`config.mk`:
```
export PLATFORM = sky130hd
export DESIGN_NAME = pulse_width_one_wire_frame_tx_core_flat
export DESIGN_NICKNAME = d
export VERILOG_FILES = /design/src/hdl/pwftx_pkg.sv /design/src/hdl/pwftx_if.sv /design/src/hdl/pwftx_regs.sv /design/src/hdl/pwftx_front.sv /design/src/hdl/pwftx_queue.sv /design/src/hdl/pwftx_back.sv /design/src/hdl/pulse_width_one_wire_frame_tx_core.sv /design/src/flat_wrapper.sv
export SDC_FILE = /design/constraint.sdc
export NUM_CORES = 2
export LEC_CHECK = 0
export BUFFER_PORTS_ARGS = -buffer_cell sky130_fd_sc_hd__buf_2
export CAP_MARGIN = 20
export CORE_ASPECT_RATIO = 1.1
export CORE_UTILIZATION = 60
export DETAILED_ROUTE_END_ITERATION = 7
export PLACE_DENSITY_LB_ADDON = 0.08
export SLEW_MARGIN = 25
export SYNTH_ARGS = -nofsm -noshare
export SYNTH_HDL_FRONTEND = slang
export SYNTH_SLANG_ARGS = --single-unit
```
`constraint.sdc`:
```
create_clock -name clk -period 7.4 [get_ports clk]
set_input_delay 0.74 -clock clk [delete_from_list [all_inputs] [get_ports clk]]
set_output_delay 0.74 -clock clk [all_outputs]
set_load 0.02 [all_outputs]
```
`src/hdl/pwftx_pkg.sv`:
```
package pwftx_pkg;

	localparam int DELAY_COUNTER_BITS = 16;
	localparam int FRAME_LEN = 12;
	localparam int FRAME_BITS = FRAME_LEN * 8;
	localparam int BIT_IDX_W = $clog2(FRAME_BITS);
	localparam int QUEUE_DEPTH = 2;
	localparam int QUEUE_PTR_W = $clog2(QUEUE_DEPTH);
	localparam int QUEUE_CNT_W = $clog2(QUEUE_DEPTH + 1);
	localparam int PADDR_W = 5;
	localparam int PDATA_W = 32;

	localparam logic [7:0] VOLT_OFFSET = 8'd185;
	localparam logic [12:0] KELVIN_OFFSET = 13'd2731;
	localparam logic [16:0] RECIP10 = 17'd52429;
	localparam logic [31:0] LEN_CAP = (32'd1 << DELAY_COUNTER_BITS) - 32'd1;

	localparam logic [15:0] SYNC_LOW_RST = 16'd16000;
	localparam logic [15:0] SYNC_HIGH_RST = 16'd500;
	localparam logic [15:0] SHORT_RST = 16'd500;
	localparam logic [15:0] LONG_RST = 16'd1000;
	localparam logic [7:0] DEVICE_ID_RST = 8'h03;
	localparam logic [7:0] COMMAND_RST = 8'h01;

	typedef enum logic [2:0] {
		REG_SYNC_LOW  = 3'd0,
		REG_SYNC_HIGH = 3'd1,
		REG_SHORT     = 3'd2,
		REG_LONG      = 3'd3,
		REG_DEVICE_ID = 3'd4,
		REG_COMMAND   = 3'd5
	} reg_idx_t;

	typedef enum logic [2:0] {
		PH_IDLE,
		PH_SYNC_LOW,
		PH_SYNC_HIGH,
		PH_BIT_LOW,
		PH_BIT_HIGH
	} phase_t;

	typedef struct packed {
		logic [15:0] sync_low_ticks;
		logic [15:0] sync_high_ticks;
		logic [15:0] short_ticks;
		logic [15:0] long_ticks;
		logic [7:0]  device_id;
		logic [7:0]  command_code;
	} cfg_t;

	typedef struct packed {
		logic                  send;
		logic [FRAME_BITS-1:0] frame;
	} cmd_t;

	typedef struct packed {
		logic step;
		logic idle;
		logic send;
	} bk_status_t;

	function automatic logic [DELAY_COUNTER_BITS-1:0] eff_len(input logic [15:0] r);
		logic [31:0] v;
		v = 32'(r);
		if (v == 32'd0) begin
			v = 32'd1;
		end
		if (v > LEN_CAP) begin
			v = LEN_CAP;
		end
		return v[DELAY_COUNTER_BITS-1:0];
	endfunction

	// exact for x < 43690
	function automatic logic [9:0] div10(input logic [12:0] x);
		logic [29:0] p;
		p = 30'(x) * 30'(RECIP10);
		return p[28:19];
	endfunction

endpackage

```
`src/hdl/pwftx_if.sv`:
```
interface pwftx_item_if;
	logic        valid;
	logic        ready;
	logic        func;
	logic [7:0]  err_status;
	logic [12:0] cell_vmax_mv;
	logic [12:0] cell_vmin_mv;
	logic [11:0] cell_tmax_dk;
	logic [11:0] cell_tmin_dk;
	logic [9:0]  soc_permille;
	logic [9:0]  soh_permille;
	logic [15:0] cycle_count;

	modport source (output valid, func, err_status, cell_vmax_mv, cell_vmin_mv,
		cell_tmax_dk, cell_tmin_dk, soc_permille, soh_permille, cycle_count,
		input ready);
	modport sink (input valid, func, err_status, cell_vmax_mv, cell_vmin_mv,
		cell_tmax_dk, cell_tmin_dk, soc_permille, soh_permille, cycle_count,
		output ready);
endinterface

interface pwftx_result_if;
	logic valid;
	logic ready;
	logic line_level;
	logic busy_res;
	logic frame_done;
	logic rejected;

	modport source (output valid, line_level, busy_res, frame_done, rejected,
		input ready);
	modport sink (input valid, line_level, busy_res, frame_done, rejected,
		output ready);
endinterface

```
`src/hdl/pwftx_regs.sv`:
```
module pwftx_regs (
	input  logic                            clk,
	input  logic                            arst_n,
	input  logic                            psel,
	input  logic                            penable,
	input  logic                            pwrite,
	input  logic [pwftx_pkg::PADDR_W-1:0]   paddr,
	input  logic [pwftx_pkg::PDATA_W-1:0]   pwdata,
	output logic [pwftx_pkg::PDATA_W-1:0]   prdata,
	output logic                            pready,
	output pwftx_pkg::cfg_t                 cfg
);

	pwftx_pkg::cfg_t   cfg_q;
	pwftx_pkg::reg_idx_t idx;
	logic              wr;

	assign idx = pwftx_pkg::reg_idx_t'(paddr[4:2]);
	assign wr = psel && penable && pwrite;
	assign pready = 1'b1;
	assign cfg = cfg_q;

	always_ff @(posedge clk or negedge arst_n) begin
		if (!arst_n) begin
			cfg_q.sync_low_ticks <= pwftx_pkg::SYNC_LOW_RST;
			cfg_q.sync_high_ticks <= pwftx_pkg::SYNC_HIGH_RST;
			cfg_q.short_ticks <= pwftx_pkg::SHORT_RST;
			cfg_q.long_ticks <= pwftx_pkg::LONG_RST;
			cfg_q.device_id <= pwftx_pkg::DEVICE_ID_RST;
			cfg_q.command_code <= pwftx_pkg::COMMAND_RST;
		end else if (wr) begin
			case (idx)
				pwftx_pkg::REG_SYNC_LOW: cfg_q.sync_low_ticks <= pwdata[15:0];
				pwftx_pkg::REG_SYNC_HIGH: cfg_q.sync_high_ticks <= pwdata[15:0];
				pwftx_pkg::REG_SHORT: cfg_q.short_ticks <= pwdata[15:0];
				pwftx_pkg::REG_LONG: cfg_q.long_ticks <= pwdata[15:0];
				pwftx_pkg::REG_DEVICE_ID: cfg_q.device_id <= pwdata[7:0];
				pwftx_pkg::REG_COMMAND: cfg_q.command_code <= pwdata[7:0];
				default: ;
			endcase
		end
	end

	always_comb begin
		case (idx)
			pwftx_pkg::REG_SYNC_LOW: prdata = 32'(cfg_q.sync_low_ticks);
			pwftx_pkg::REG_SYNC_HIGH: prdata = 32'(cfg_q.sync_high_ticks);
			pwftx_pkg::REG_SHORT: prdata = 32'(cfg_q.short_ticks);
			pwftx_pkg::REG_LONG: prdata = 32'(cfg_q.long_ticks);
			pwftx_pkg::REG_DEVICE_ID: prdata = 32'(cfg_q.device_id);
			pwftx_pkg::REG_COMMAND: prdata = 32'(cfg_q.command_code);
			default: prdata = '0;
		endcase
	end

endmodule

```
`src/hdl/pwftx_front.sv`:
```
module pwftx_front (
	input  logic            clk,
	input  logic            arst_n,
	pwftx_item_if.sink      item,
	input  pwftx_pkg::cfg_t cfg,
	input  logic            q_full,
	output logic            q_push,
	output pwftx_pkg::cmd_t q_wdata
);

	logic        valid_s1;
	logic        send_s1;
	logic [7:0]  err_s1;
	logic [9:0]  vmax_s1;
	logic [9:0]  vmin_s1;
	logic [9:0]  soc_s1;
	logic [9:0]  soh_s1;
	logic [9:0]  tmax_s1;
	logic [9:0]  tmin_s1;
	logic        tmax_neg_s1;
	logic        tmin_neg_s1;
	logic [15:0] cyc_s1;

	logic [12:0] tmax_d;
	logic [12:0] tmin_d;
	logic [12:0] tmax_mag;
	logic [12:0] tmin_mag;
	logic        take;
	logic [7:0]  b [pwftx_pkg::FRAME_LEN];
	logic [7:0]  sum;

	assign item.ready = !valid_s1 || !q_full;
	assign take = item.valid && item.ready;
	assign q_push = valid_s1 && !q_full;

	// offset from 273.1 K, then magnitude so the quotient truncates toward zero
	assign tmax_d = 13'(item.cell_tmax_dk) - pwftx_pkg::KELVIN_OFFSET;
	assign tmin_d = 13'(item.cell_tmin_dk) - pwftx_pkg::KELVIN_OFFSET;
	assign tmax_mag = tmax_d[12] ? 13'(13'd0 - tmax_d) : tmax_d;
	assign tmin_mag = tmin_d[12] ? 13'(13'd0 - tmin_d) : tmin_d;

	always_ff @(posedge clk or negedge arst_n) begin
		if (!arst_n) begin
			valid_s1 <= 1'b0;
		end else if (item.ready) begin
			valid_s1 <= item.valid;
		end
	end

	always_ff @(posedge clk) begin
		if (take) begin
			send_s1 <= item.func;
			err_s1 <= item.err_status;
			vmax_s1 <= pwftx_pkg::div10(item.cell_vmax_mv);
			vmin_s1 <= pwftx_pkg::div10(item.cell_vmin_mv);
			soc_s1 <= pwftx_pkg::div10(13'(item.soc_permille));
			soh_s1 <= pwftx_pkg::div10(13'(item.soh_permille));
			tmax_s1 <= pwftx_pkg::div10(tmax_mag);
			tmin_s1 <= pwftx_pkg::div10(tmin_mag);
			tmax_neg_s1 <= tmax_d[12];
			tmin_neg_s1 <= tmin_d[12];
			cyc_s1 <= item.cycle_count;
		end
	end

	always_comb begin
		b[0] = cfg.device_id;
		b[1] = cfg.command_code;
		b[2] = err_s1;
		b[3] = vmax_s1[7:0] - pwftx_pkg::VOLT_OFFSET;
		b[4] = soc_s1[7:0];
		b[5] = soh_s1[7:0];
		b[6] = tmax_neg_s1 ? 8'(8'd0 - tmax_s1[7:0]) : tmax_s1[7:0];
		b[7] = tmin_neg_s1 ? 8'(8'd0 - tmin_s1[7:0]) : tmin_s1[7:0];
		b[8] = cyc_s1[15:8];
		b[9] = cyc_s1[7:0];
		b[10] = vmin_s1[7:0] - pwftx_pkg::VOLT_OFFSET;
		sum = '0;
		for (int i = 0; i < pwftx_pkg::FRAME_LEN - 1; i++) begin
			sum = sum ^ b[i];
		end
		b[11] = sum;
	end

	// byte 0 in the top bits, MSB first on the line
	always_comb begin
		q_wdata.send = send_s1;
		for (int i = 0; i < pwftx_pkg::FRAME_LEN; i++) begin
			q_wdata.frame[pwftx_pkg::FRAME_BITS-1-8*i -: 8] = b[i];
		end
	end

endmodule

```
`src/hdl/pwftx_queue.sv`:
```
module pwftx_queue (
	input  logic            clk,
	input  logic            arst_n,
	input  logic            push,
	input  pwftx_pkg::cmd_t wdata,
	input  logic            pop,
	output pwftx_pkg::cmd_t rdata,
	output logic            full,
	output logic            empty
);

	pwftx_pkg::cmd_t mem [pwftx_pkg::QUEUE_DEPTH];
	logic [pwftx_pkg::QUEUE_PTR_W-1:0] wr_ptr_q;
	logic [pwftx_pkg::QUEUE_PTR_W-1:0] rd_ptr_q;
	logic [pwftx_pkg::QUEUE_CNT_W-1:0] count_q;

	assign full = count_q == pwftx_pkg::QUEUE_CNT_W'(pwftx_pkg::QUEUE_DEPTH);
	assign empty = count_q == '0;
	assign rdata = mem[rd_ptr_q];

	always_ff @(posedge clk) begin
		if (push) begin
			mem[wr_ptr_q] <= wdata;
		end
	end

	always_ff @(posedge clk or negedge arst_n) begin
		if (!arst_n) begin
			wr_ptr_q <= '0;
			rd_ptr_q <= '0;
			count_q <= '0;
		end else begin
			if (push) begin
				wr_ptr_q <= (wr_ptr_q == pwftx_pkg::QUEUE_PTR_W'(pwftx_pkg::QUEUE_DEPTH - 1))
					? '0 : wr_ptr_q + 1'b1;
			end
			if (pop) begin
				rd_ptr_q <= (rd_ptr_q == pwftx_pkg::QUEUE_PTR_W'(pwftx_pkg::QUEUE_DEPTH - 1))
					? '0 : rd_ptr_q + 1'b1;
			end
			case ({push, pop})
				2'b10: count_q <= count_q + 1'b1;
				2'b01: count_q <= count_q - 1'b1;
				default: ;
			endcase
		end
	end

endmodule

```
`src/hdl/pwftx_back.sv`:
```
module pwftx_back (
	input  logic                  clk,
	input  logic                  arst_n,
	input  pwftx_pkg::cfg_t       cfg,
	input  pwftx_pkg::cmd_t       cmd,
	input  logic                  q_empty,
	output logic                  q_pop,
	output pwftx_pkg::bk_status_t status,
	pwftx_result_if.source        result
);

	localparam int CW = pwftx_pkg::DELAY_COUNTER_BITS;

	pwftx_pkg::phase_t                   phase_q, phase_d;
	logic [CW-1:0]                       count_q, count_d;
	logic [pwftx_pkg::BIT_IDX_W-1:0]     idx_q, idx_d;
	logic [pwftx_pkg::FRAME_BITS-1:0]    frame_q, frame_d;

	logic          out_valid_q;
	logic          level_q, busy_q, done_q, rej_q;
	logic          level, busy, done, rej;
	logic          idle, cur_bit, level_now, ends, last;
	logic [CW-1:0] len;
	logic [CW:0]   cnt_inc;

	assign q_pop = !q_empty && (!out_valid_q || result.ready);
	assign idle = phase_q == pwftx_pkg::PH_IDLE;
	assign cur_bit = frame_q[pwftx_pkg::FRAME_BITS-1];
	assign level_now = !(phase_q == pwftx_pkg::PH_SYNC_LOW || phase_q == pwftx_pkg::PH_BIT_LOW);
	assign cnt_inc = {1'b0, count_q} + 1'b1;
	assign ends = cnt_inc >= {1'b0, len};
	assign last = idx_q == pwftx_pkg::BIT_IDX_W'(pwftx_pkg::FRAME_BITS - 1);

	assign status.step = q_pop;
	assign status.idle = idle;
	assign status.send = cmd.send;

	always_comb begin
		case (phase_q)
			pwftx_pkg::PH_SYNC_LOW: len = pwftx_pkg::eff_len(cfg.sync_low_ticks);
			pwftx_pkg::PH_SYNC_HIGH: len = pwftx_pkg::eff_len(cfg.sync_high_ticks);
			pwftx_pkg::PH_BIT_LOW:
				len = pwftx_pkg::eff_len(cur_bit ? cfg.short_ticks : cfg.long_ticks);
			default: len = pwftx_pkg::eff_len(cur_bit ? cfg.long_ticks : cfg.short_ticks);
		endcase
	end

	// next state
	always_comb begin
		phase_d = phase_q;
		count_d = count_q;
		idx_d = idx_q;
		frame_d = frame_q;
		if (cmd.send) begin
			if (idle) begin
				phase_d = pwftx_pkg::PH_SYNC_LOW;
				count_d = '0;
				idx_d = '0;
				frame_d = cmd.frame;
			end
		end else if (!idle) begin
			count_d = ends ? '0 : cnt_inc[CW-1:0];
			if (ends) begin
				case (phase_q)
					pwftx_pkg::PH_SYNC_LOW: phase_d = pwftx_pkg::PH_SYNC_HIGH;
					pwftx_pkg::PH_SYNC_HIGH: phase_d = pwftx_pkg::PH_BIT_LOW;
					pwftx_pkg::PH_BIT_LOW: phase_d = pwftx_pkg::PH_BIT_HIGH;
					pwftx_pkg::PH_BIT_HIGH: begin
						if (last) begin
							idx_d = '0;
							phase_d = pwftx_pkg::PH_IDLE;
						end else begin
							idx_d = idx_q + 1'b1;
							phase_d = pwftx_pkg::PH_BIT_LOW;
							frame_d = {frame_q[pwftx_pkg::FRAME_BITS-2:0], 1'b0};
						end
					end
					default: phase_d = pwftx_pkg::PH_IDLE;
				endcase
			end
		end
	end

	// result word
	always_comb begin
		level = 1'b1;
		busy = 1'b0;
		done = 1'b0;
		rej = 1'b0;
		if (cmd.send) begin
			rej = !idle;
			level = idle ? 1'b0 : level_now;
			busy = 1'b1;
		end else if (!idle) begin
			level = level_now;
			busy = 1'b1;
			done = phase_q == pwftx_pkg::PH_BIT_HIGH && ends && last;
		end
	end

	always_ff @(posedge clk or negedge arst_n) begin
		if (!arst_n) begin
			phase_q <= pwftx_pkg::PH_IDLE;
			count_q <= '0;
			idx_q <= '0;
			out_valid_q <= 1'b0;
		end else begin
			if (q_pop) begin
				phase_q <= phase_d;
				count_q <= count_d;
				idx_q <= idx_d;
				out_valid_q <= 1'b1;
			end else if (result.ready) begin
				out_valid_q <= 1'b0;
			end
		end
	end

	always_ff @(posedge clk) begin
		if (q_pop) begin
			frame_q <= frame_d;
			level_q <= level;
			busy_q <= busy;
			done_q <= done;
			rej_q <= rej;
		end
	end

	assign result.valid = out_valid_q;
	assign result.line_level = level_q;
	assign result.busy_res = busy_q;
	assign result.frame_done = done_q;
	assign result.rejected = rej_q;

endmodule

```
`src/hdl/pulse_width_one_wire_frame_tx_core.sv`:
```
// One-wire pulse-width frame transmitter for battery readings.
// item channel: func 1 is a send word carrying the readings, func 0 is one
// microsecond tick. Every word gives exactly one result word on the result
// channel (line_level, busy_res, frame_done, rejected), in order.
// A send while idle latches a 12-byte frame (id, command, status, scaled
// readings, XOR checksum) and starts the sync low phase; a send while busy
// only reports rejected. Ticks then walk the sync low, sync high and 96 bit
// cells, MSB first; phase lengths come from the APB registers.
// Path: front register, 2-entry queue, back output register, which holds
// the result word. Throughput: one word per cycle while the result channel
// is ready, set by the back sequencer handling one queued word per cycle.
// Reset: line idle (high), queue empty, registers at their defaults; no
// frame is stored until the first send.
// Result stall: the output register holds its word, the back waits, the
// queue fills, then the front drops item.ready; nothing is lost. The user
// must write configuration only while no word is in flight (not enforced).
module pulse_width_one_wire_frame_tx_core (
	input  logic                          clk,
	input  logic                          arst_n,
	pwftx_item_if.sink                    item,
	pwftx_result_if.source                result,
	input  logic                          psel,
	input  logic                          penable,
	input  logic                          pwrite,
	input  logic [pwftx_pkg::PADDR_W-1:0] paddr,
	input  logic [pwftx_pkg::PDATA_W-1:0] pwdata,
	output logic [pwftx_pkg::PDATA_W-1:0] prdata,
	output logic                          pready
);

	pwftx_pkg::cfg_t       cfg;
	pwftx_pkg::cmd_t       q_wdata;
	pwftx_pkg::cmd_t       q_rdata;
	pwftx_pkg::bk_status_t bk_status;
	logic                  q_push, q_pop, q_full, q_empty;

	pwftx_regs u_regs (
		.clk     (clk),
		.arst_n  (arst_n),
		.psel    (psel),
		.penable (penable),
		.pwrite  (pwrite),
		.paddr   (paddr),
		.pwdata  (pwdata),
		.prdata  (prdata),
		.pready  (pready),
		.cfg     (cfg)
	);

	pwftx_front u_front (
		.clk     (clk),
		.arst_n  (arst_n),
		.item    (item),
		.cfg     (cfg),
		.q_full  (q_full),
		.q_push  (q_push),
		.q_wdata (q_wdata)
	);

	pwftx_queue u_queue (
		.clk    (clk),
		.arst_n (arst_n),
		.push   (q_push),
		.wdata  (q_wdata),
		.pop    (q_pop),
		.rdata  (q_rdata),
		.full   (q_full),
		.empty  (q_empty)
	);

	pwftx_back u_back (
		.clk     (clk),
		.arst_n  (arst_n),
		.cfg     (cfg),
		.cmd     (q_rdata),
		.q_empty (q_empty),
		.q_pop   (q_pop),
		.status  (bk_status),
		.result  (result)
	);

	a_done_busy: assert property (@(posedge clk) disable iff (!arst_n)
		result.valid && result.frame_done |-> result.busy_res && !result.rejected)
		else $error("frame_done without busy or with rejected");

	a_idle_tick: assert property (@(posedge clk) disable iff (!arst_n)
		bk_status.step && bk_status.idle && !bk_status.send
		|=> result.valid && result.line_level && !result.busy_res)
		else $error("idle tick did not give a high idle line");

	a_no_overflow: assert property (@(posedge clk) disable iff (!arst_n)
		q_push |-> !q_full)
		else $error("queue written while full");

endmodule

```
`src/flat_wrapper.sv`:
```
// flat-port wrapper written by rule: the top's interface ports become plain ports
module pulse_width_one_wire_frame_tx_core_flat 
  (clk, arst_n, psel, penable, pwrite, paddr, pwdata, prdata, pready, item_valid, item_func, item_err_status, item_cell_vmax_mv, item_cell_vmin_mv, item_cell_tmax_dk, item_cell_tmin_dk, item_soc_permille, item_soh_permille, item_cycle_count, item_ready, result_valid, result_line_level, result_busy_res, result_frame_done, result_rejected, result_ready);
  pwftx_item_if item_i ();
  pwftx_result_if result_i ();
  input  logic clk;
  input  logic arst_n;
  input  logic psel;
  input  logic penable;
  input  logic pwrite;
  input  logic [pwftx_pkg::PADDR_W-1:0] paddr;
  input  logic [pwftx_pkg::PDATA_W-1:0] pwdata;
  output logic [pwftx_pkg::PDATA_W-1:0] prdata;
  output logic pready;
  input wire logic [$bits(item_i.valid)-1:0] item_valid;
  input wire logic [$bits(item_i.func)-1:0] item_func;
  input wire logic [$bits(item_i.err_status)-1:0] item_err_status;
  input wire logic [$bits(item_i.cell_vmax_mv)-1:0] item_cell_vmax_mv;
  input wire logic [$bits(item_i.cell_vmin_mv)-1:0] item_cell_vmin_mv;
  input wire logic [$bits(item_i.cell_tmax_dk)-1:0] item_cell_tmax_dk;
  input wire logic [$bits(item_i.cell_tmin_dk)-1:0] item_cell_tmin_dk;
  input wire logic [$bits(item_i.soc_permille)-1:0] item_soc_permille;
  input wire logic [$bits(item_i.soh_permille)-1:0] item_soh_permille;
  input wire logic [$bits(item_i.cycle_count)-1:0] item_cycle_count;
  output wire logic [$bits(item_i.ready)-1:0] item_ready;
  output wire logic [$bits(result_i.valid)-1:0] result_valid;
  output wire logic [$bits(result_i.line_level)-1:0] result_line_level;
  output wire logic [$bits(result_i.busy_res)-1:0] result_busy_res;
  output wire logic [$bits(result_i.frame_done)-1:0] result_frame_done;
  output wire logic [$bits(result_i.rejected)-1:0] result_rejected;
  input wire logic [$bits(result_i.ready)-1:0] result_ready;
  assign item_i.valid = item_valid;
  assign item_i.func = item_func;
  assign item_i.err_status = item_err_status;
  assign item_i.cell_vmax_mv = item_cell_vmax_mv;
  assign item_i.cell_vmin_mv = item_cell_vmin_mv;
  assign item_i.cell_tmax_dk = item_cell_tmax_dk;
  assign item_i.cell_tmin_dk = item_cell_tmin_dk;
  assign item_i.soc_permille = item_soc_permille;
  assign item_i.soh_permille = item_soh_permille;
  assign item_i.cycle_count = item_cycle_count;
  assign item_ready = item_i.ready;
  assign result_valid = result_i.valid;
  assign result_line_level = result_i.line_level;
  assign result_busy_res = result_i.busy_res;
  assign result_frame_done = result_i.frame_done;
  assign result_rejected = result_i.rejected;
  assign result_i.ready = result_ready;
  pulse_width_one_wire_frame_tx_core u_core (.clk(clk), .arst_n(arst_n), .item(item_i), .result(result_i), .psel(psel), .penable(penable), .pwrite(pwrite), .paddr(paddr), .pwdata(pwdata), .prdata(prdata), .pready(pready));
endmodule
```
[After elaboration in Yosys (flattened, before gate mapping)]
Memory sizes are Yosys's and may differ from the RTL's.
Cells that the tools add are included.
Storage, ports and cells
  register bits after elaboration: 285
  RAM bits: 190
  bits of input ports: 139
  output and inout bits: 39
  memories kept: 1
Memory list
  u_core.u_queue.mem: words 2, width 95, read ports 1, clocked after memory_dff 0, wr ports 1, line pwftx_queue.sv:12  | pwftx_pkg::cmd_t mem [pwftx_pkg::QUEUE_DEPTH];
Operators by class
  $add $sub $neg: 14
  $mul: 6
  order comparisons: 5
  equal/unequal tests: 16
  mux-type cells: 53
  bitwise operators: 10
  reductions and logical operators: 39
Operators with widths (count)
  two-way mux 96 bit: 6
  two-way mux 16 bit: 14
  greater-than comparator 32 x 16 -> 1 bit (second input constant): 4
  two-way mux 32 bit: 4
  multiplier 13 x 16 -> 27 bit (second input constant): 4
  case mux 16 bit (6 select lines): 1
  logical NOT 16 bit: 4
  bitwise XOR 8 bit: 8
  multiplier 10 x 16 -> 26 bit (second input constant): 2
  case mux 16 bit (3 select lines): 1
  two-way mux 7 bit: 6
  two-way mux 13 bit: 2
  subtractor 1 x 13 -> 13 bit (first input constant): 2
  subtractor 12 x 12 -> 13 bit (second input constant): 2
  adder 16 x 1 -> 17 bit (second input constant): 1
  >= comparator 17 x 16 -> 1 bit: 1
  two-way mux 8 bit: 2
  subtractor 1 x 8 -> 8 bit (first input constant): 2
  subtractor 8 bit (second input constant): 2
  bitwise XOR 8 x 7 -> 8 bit: 2
  equality test 3 x 2 -> 1 bit (second input constant): 4
  two-way mux 3 bit: 4
  case mux 3 bit (4 select lines): 1
  AND reduction 2 bit: 6
  26 further kinds: 58

[Depth between registers and ports, before layout]
  word-level depth: 11
  gate-level depth with buffers: 28
  depth with buffers taken out: 27

[Modules after synthesis]
From an unflattened synthesis, not the netlist that was laid out.
Unflattened totals
  cell total of the unflattened synthesis: 3104
  area total of the unflattened synthesis: 37619.8 um^2
By module, submodules not included
  pwftx_front: times used 1, cells an instance 1902, area an instance 19075.8 um^2, seq. area each 2217.1 um^2
  pwftx_back: times used 1, cells an instance 619, area an instance 7363.3 um^2, seq. area each 3678.5 um^2
  pwftx_queue: times used 1, cells an instance 318, area an instance 7257.0 um^2, seq. area each 5925.7 um^2
  pwftx_regs: times used 1, cells an instance 265, area an instance 3923.8 um^2, seq. area each 2035.7 um^2

[Least setup slack after synthesis]
OpenSTA, ideal clock, no wires.
  path type: input to register
  start: input port item_cell_tmax_dk[0]
  end: register u_core.u_front.tmax_s1[6] (data pin)
  setup time: 0.258 ns
  data arrival time: 6.601 ns
  setup slack: 0.542 ns
  stages: 27
  buffers on the path: 1
  path through: ha_1 -> clkbuf_2 -> inv_1 -> nor4b_1 -> o21ai_1 -> or3_1 -> nor3_2 -> nor2_1 -> xor2_1 -> ha_1 -> inv_1 -> fa_1 -> fa_1 -> inv_1 -> fa_1 -> inv_1 -> fa_1 -> inv_1 -> ha_1 -> o21ai_0 -> o21ai_0 -> a221oi_1 -> o21ai_0 -> a22o_1 -> a211o_2 -> a21oi_2 -> xnor2_1
Between the ends
  word-level cells in the longest chain between the ends: 4
Ends and longest elaborated chain
  start, declared: line flat_wrapper.sv:20  | input wire logic [$bits(item_i.cell_tmax_dk)-1:0] item_cell_tmax_dk;
  subtractor 12 x 12 -> 13 bit (*): line pwftx_front.sv:37  | assign tmax_d = 13'(item.cell_tmax_dk) - pwftx_pkg::KELVIN_OFFSET;
  subtractor 1 x 13 -> 13 bit: line pwftx_front.sv:39  | assign tmax_mag = tmax_d[12] ? 13'(13'd0 - tmax_d) : tmax_d;
  two-way mux 13 bit (*): line pwftx_front.sv:39
  multiplier 13 x 16 -> 27 bit (*): line pwftx_pkg.sv:77  | p = 30'(x) * 30'(RECIP10);
  end signal, assigned: line pwftx_front.sv:58  | tmax_s1 <= pwftx_pkg::div10(tmax_mag);
  end, declared: line pwftx_front.sv:18  | logic [9:0] tmax_s1;
Every way passes the cells marked *; elsewhere a longest branch is shown, timed or not.
A chain may end at the register's enable or synchronous reset.

[Worst setup path after layout]
  start: input port item_cell_tmin_dk[0]
  end: register u_core.u_front.tmin_s1[7] (data pin)
Between the ends
  word-level cells in the longest chain between the ends: 4
Ends and longest elaborated chain
  start, declared: line flat_wrapper.sv:21  | input wire logic [$bits(item_i.cell_tmin_dk)-1:0] item_cell_tmin_dk;
  subtractor 12 x 12 -> 13 bit (*): line pwftx_front.sv:38  | assign tmin_d = 13'(item.cell_tmin_dk) - pwftx_pkg::KELVIN_OFFSET;
  subtractor 1 x 13 -> 13 bit: line pwftx_front.sv:40  | assign tmin_mag = tmin_d[12] ? 13'(13'd0 - tmin_d) : tmin_d;
  two-way mux 13 bit (*): line pwftx_front.sv:40
  multiplier 13 x 16 -> 27 bit (*): line pwftx_pkg.sv:77
  end signal, assigned: line pwftx_front.sv:59  | tmin_s1 <= pwftx_pkg::div10(tmin_mag);
  end, declared: line pwftx_front.sv:19  | logic [9:0] tmin_s1;
Marks and branches as above.

==> run metrics <==
Worst setup EP type register; clock root cell clkbuf_16; ant diodes 0; Worst-Margin Slew between 1 and 1.5 ns; # IOs 178; crit path max fanout 7; initial drt markers 1517; clk sinks 475; setup bufs post-CTS 0; Post-CTS Hold Fix Bufs 0; leakage 0.0181 µW; GP Congestion 0.922; minimum clock period 6.80 ns; die width roughly 240 µm; share of post-route cells with drive strength above 1 0.119; Rel. slew slack 0.303; drt pass-1 iters 7; largest net degree at the start of global routing ~200; VDD IR-drop max ~0.4 mV; Fmax 147 MHz; via/cell ratio between 5 and 6; Slowest-stage cell, CP fa_1; post-synthesis cell type count 88; gr ovfl total 0; PortBufs 142; Area Growth Syn to Fin 9.01%; fin crit share 0.919; final hold viol count 0; Avg Inst Size Synth ~11 µm²; antenna violations before repair 1; most frequent cells in the layout 525 x inv_1, 464 x ha_1, 363 x edfxtp_1; clock skew between 0.03 and 0.04 ns; R2R cell count 14; final worst slack roughly 0.60 ns; status complete, no violations; Final setup viols 0; all-layer global routing usage 0.252; Final Cell Area roughly 40000 µm²; maxcap violations 0; Worst-Skew Late Latency approximately 0.6 ns; RSZ-0062 raised after global routing no; flops & latches, synth 475; Initial Utilization 0.607; Async SR Flop Fraction 0.236; CTS max path bufs 3; total detailed-routing wirelength approximately 75000 µm; Largest stage delay, worst path ~0.56 ns; via count of the first global-routing pass 24959; via count around 23000; Synth warnings 0; Reg clk slew, reported paths around 0.06 ns; post-synthesis cell count 3178; TritonCTS buffer count 47; CORE AREA between 50000 and 60000 µm²; most common cell after layout, fill and taps aside inv_1; Final #Nets approximately 4200; number of synthesized flops with an enable pin ~360; Wirelength per Cell ~18 µm; top_reg_cell synth edfxtp_1; first-pass GRT wire length ~120000 µm; DRC viols 0; post-DP HPWL ~58000 µm; critical path class in -> reg; R2R setup slack between 1 and 1.5 ns; Hold Slack 0.162 ns; mapped cell area ~36000 µm²; CP Data Required Time about 7.7 ns; post-route ant nets 0; CTS tree done; WP data arrival 7.13 ns; Area after DPL roughly 38000 µm²; Power Density around 450 nW/µm²; std cell rows 94; H-tree depth 2; register area share after synthesis 0.378; Max Slew Vio Count 0; Hold Path Class in -> async; Die Area ~61000 µm²; pre-CTS WS -0.0566 ns; die height approximately 260 µm; Worst Setup Start Kind primary input
stage by stage:
step	TNS (ns)	std cells	utilization	total power, µW
floorplan	0	3198	-	12800
global placement	0	4048	0.635	15100
detailed placement	-0.121	4048	0.635	15600
CTS	0	4136	0.661	18100
global route	0	4137	0.662	19800
finish	0	4137	0.662	18000
synthesized netlist by cell type, types with 9 or more instances:
cell / number / area, µm²
or2_2: 17 / 106
nand3_1: 33 / 165
mux2_2: 70 / 788
clkbuf_1: 54 / 203
or3_1: 10 / 62.6
fa_1: 251 / 5020
nand2_1: 202 / 758
nor4_1: 21 / 131
dfstp_2: 27 / 709
o221ai_1: 21 / 184
o21a_1: 10 / 75.1
nor2_1: 78 / 293
nor3_1: 27 / 135
edfxtp_1: 363 / 10900
xnor2_1: 138 / 1210
buf_4: 18 / 135
o211ai_1: 9 / 67.6
buf_1: 13 / 48.8
a32o_1: 15 / 150
and2_1: 10 / 62.6
xor2_1: 59 / 517
and3_1: 12 / 75.1
nand2b_1: 37 / 231
a211oi_1: 9 / 67.6
nor2b_1: 14 / 87.6
a21o_1: 20 / 150
mux2i_1: 107 / 1070
nand4_1: 22 / 138
a21oi_1: 98 / 490
mux4_2: 10 / 225
inv_1: 525 / 1970
ha_1: 465 / 5820
o21ai_0: 194 / 971
dfrtp_1: 85 / 2130
timing repair:
action | CTS | global route
endpoints found under the hold margin | 0 | 0
setup endpoints to repair | 0 | 2
resized for setup | 0 | 2
flip-flops by register name, indices dropped and copies added (netlist names), 2 cells and up:
name,count
u_core.u_back.idx_q,7
u_core.u_front.soc_s1,7
u_core.u_front.tmax_s1,8
u_core.u_queue.count_q,2
u_core.u_queue.mem,190
u_core.u_back.phase_q,3
u_core.u_back.frame_q,96
u_core.u_front.soh_s1,7
u_core.u_front.vmin_s1,8
u_core.u_regs.cfg,80
u_core.u_back.count_q,16
u_core.u_front.err_s1,8
u_core.u_front.cyc_s1,16
u_core.u_front.tmin_s1,8
u_core.u_front.vmax_s1,8
path summary, 6_finish.rpt:
kind | to | start
setup reg to reg | u_core.u_back.frame_q[59] | u_core.u_back.frame_q[95]
setup / recovery | u_core.u_front.tmin_s1[7] | item_cell_tmin_dk[0]
max in group asynchronous | u_core.u_regs.cfg[13] | arst_n
hold / removal | u_core.u_back.idx_q[0] | arst_n
min in group clk | u_core.u_front.cyc_s1[2] | item_cycle_count[2]
hold reg to reg | u_core.u_queue.mem[0][94] | u_core.u_front.send_s1
kinds of logic after synthesis:
family          synth area share
fa+ha+maj                  0.299
buf+inv                   0.0661
simple gates              0.0693
flops                      0.378
compound gates            0.0799
xor+xnor                  0.0499
mux                       0.0574
other cells             0.000207
power breakdown:
part           leakage [µW]  total (µW)  switching, µW  internal (µW)
Clock              0.000776        2430           1030           1410
Sequential          0.00475        4760            470           4290
Combinational        0.0126       10800           6050           4740
per-layer routing:
layer  share of wire  GRT usage  wire [µm]
met5         0.00017          0         13
met1            0.42      0.315      31400
met3           0.032     0.0234       2370
met4           0.015     0.0536       1130
met2            0.53      0.473      39900
final cells by class:
class | count | area, µm²
Clock buffer | 61 | 1280
Clock inverter | 27 | 313
Fill cell | 4649 | 20200
Inverter | 529 | 1990
Multi-Input combinational cell | 2104 | 20300
Sequential cell | 475 | 13700
Tap cell | 768 | 961
Timing Repair Buffer | 173 | 991
critical path, delay by kind of cell:
kind                     cells  cell delay [ns]
adder cells (fa/ha/maj)      7             2.77
AND/OR/NAND/NOR              9             1.71
buffers and inverters        5             0.36
AO/OA/AOI/OAI                7             1.51
Power figures use the tool's default switching activity.
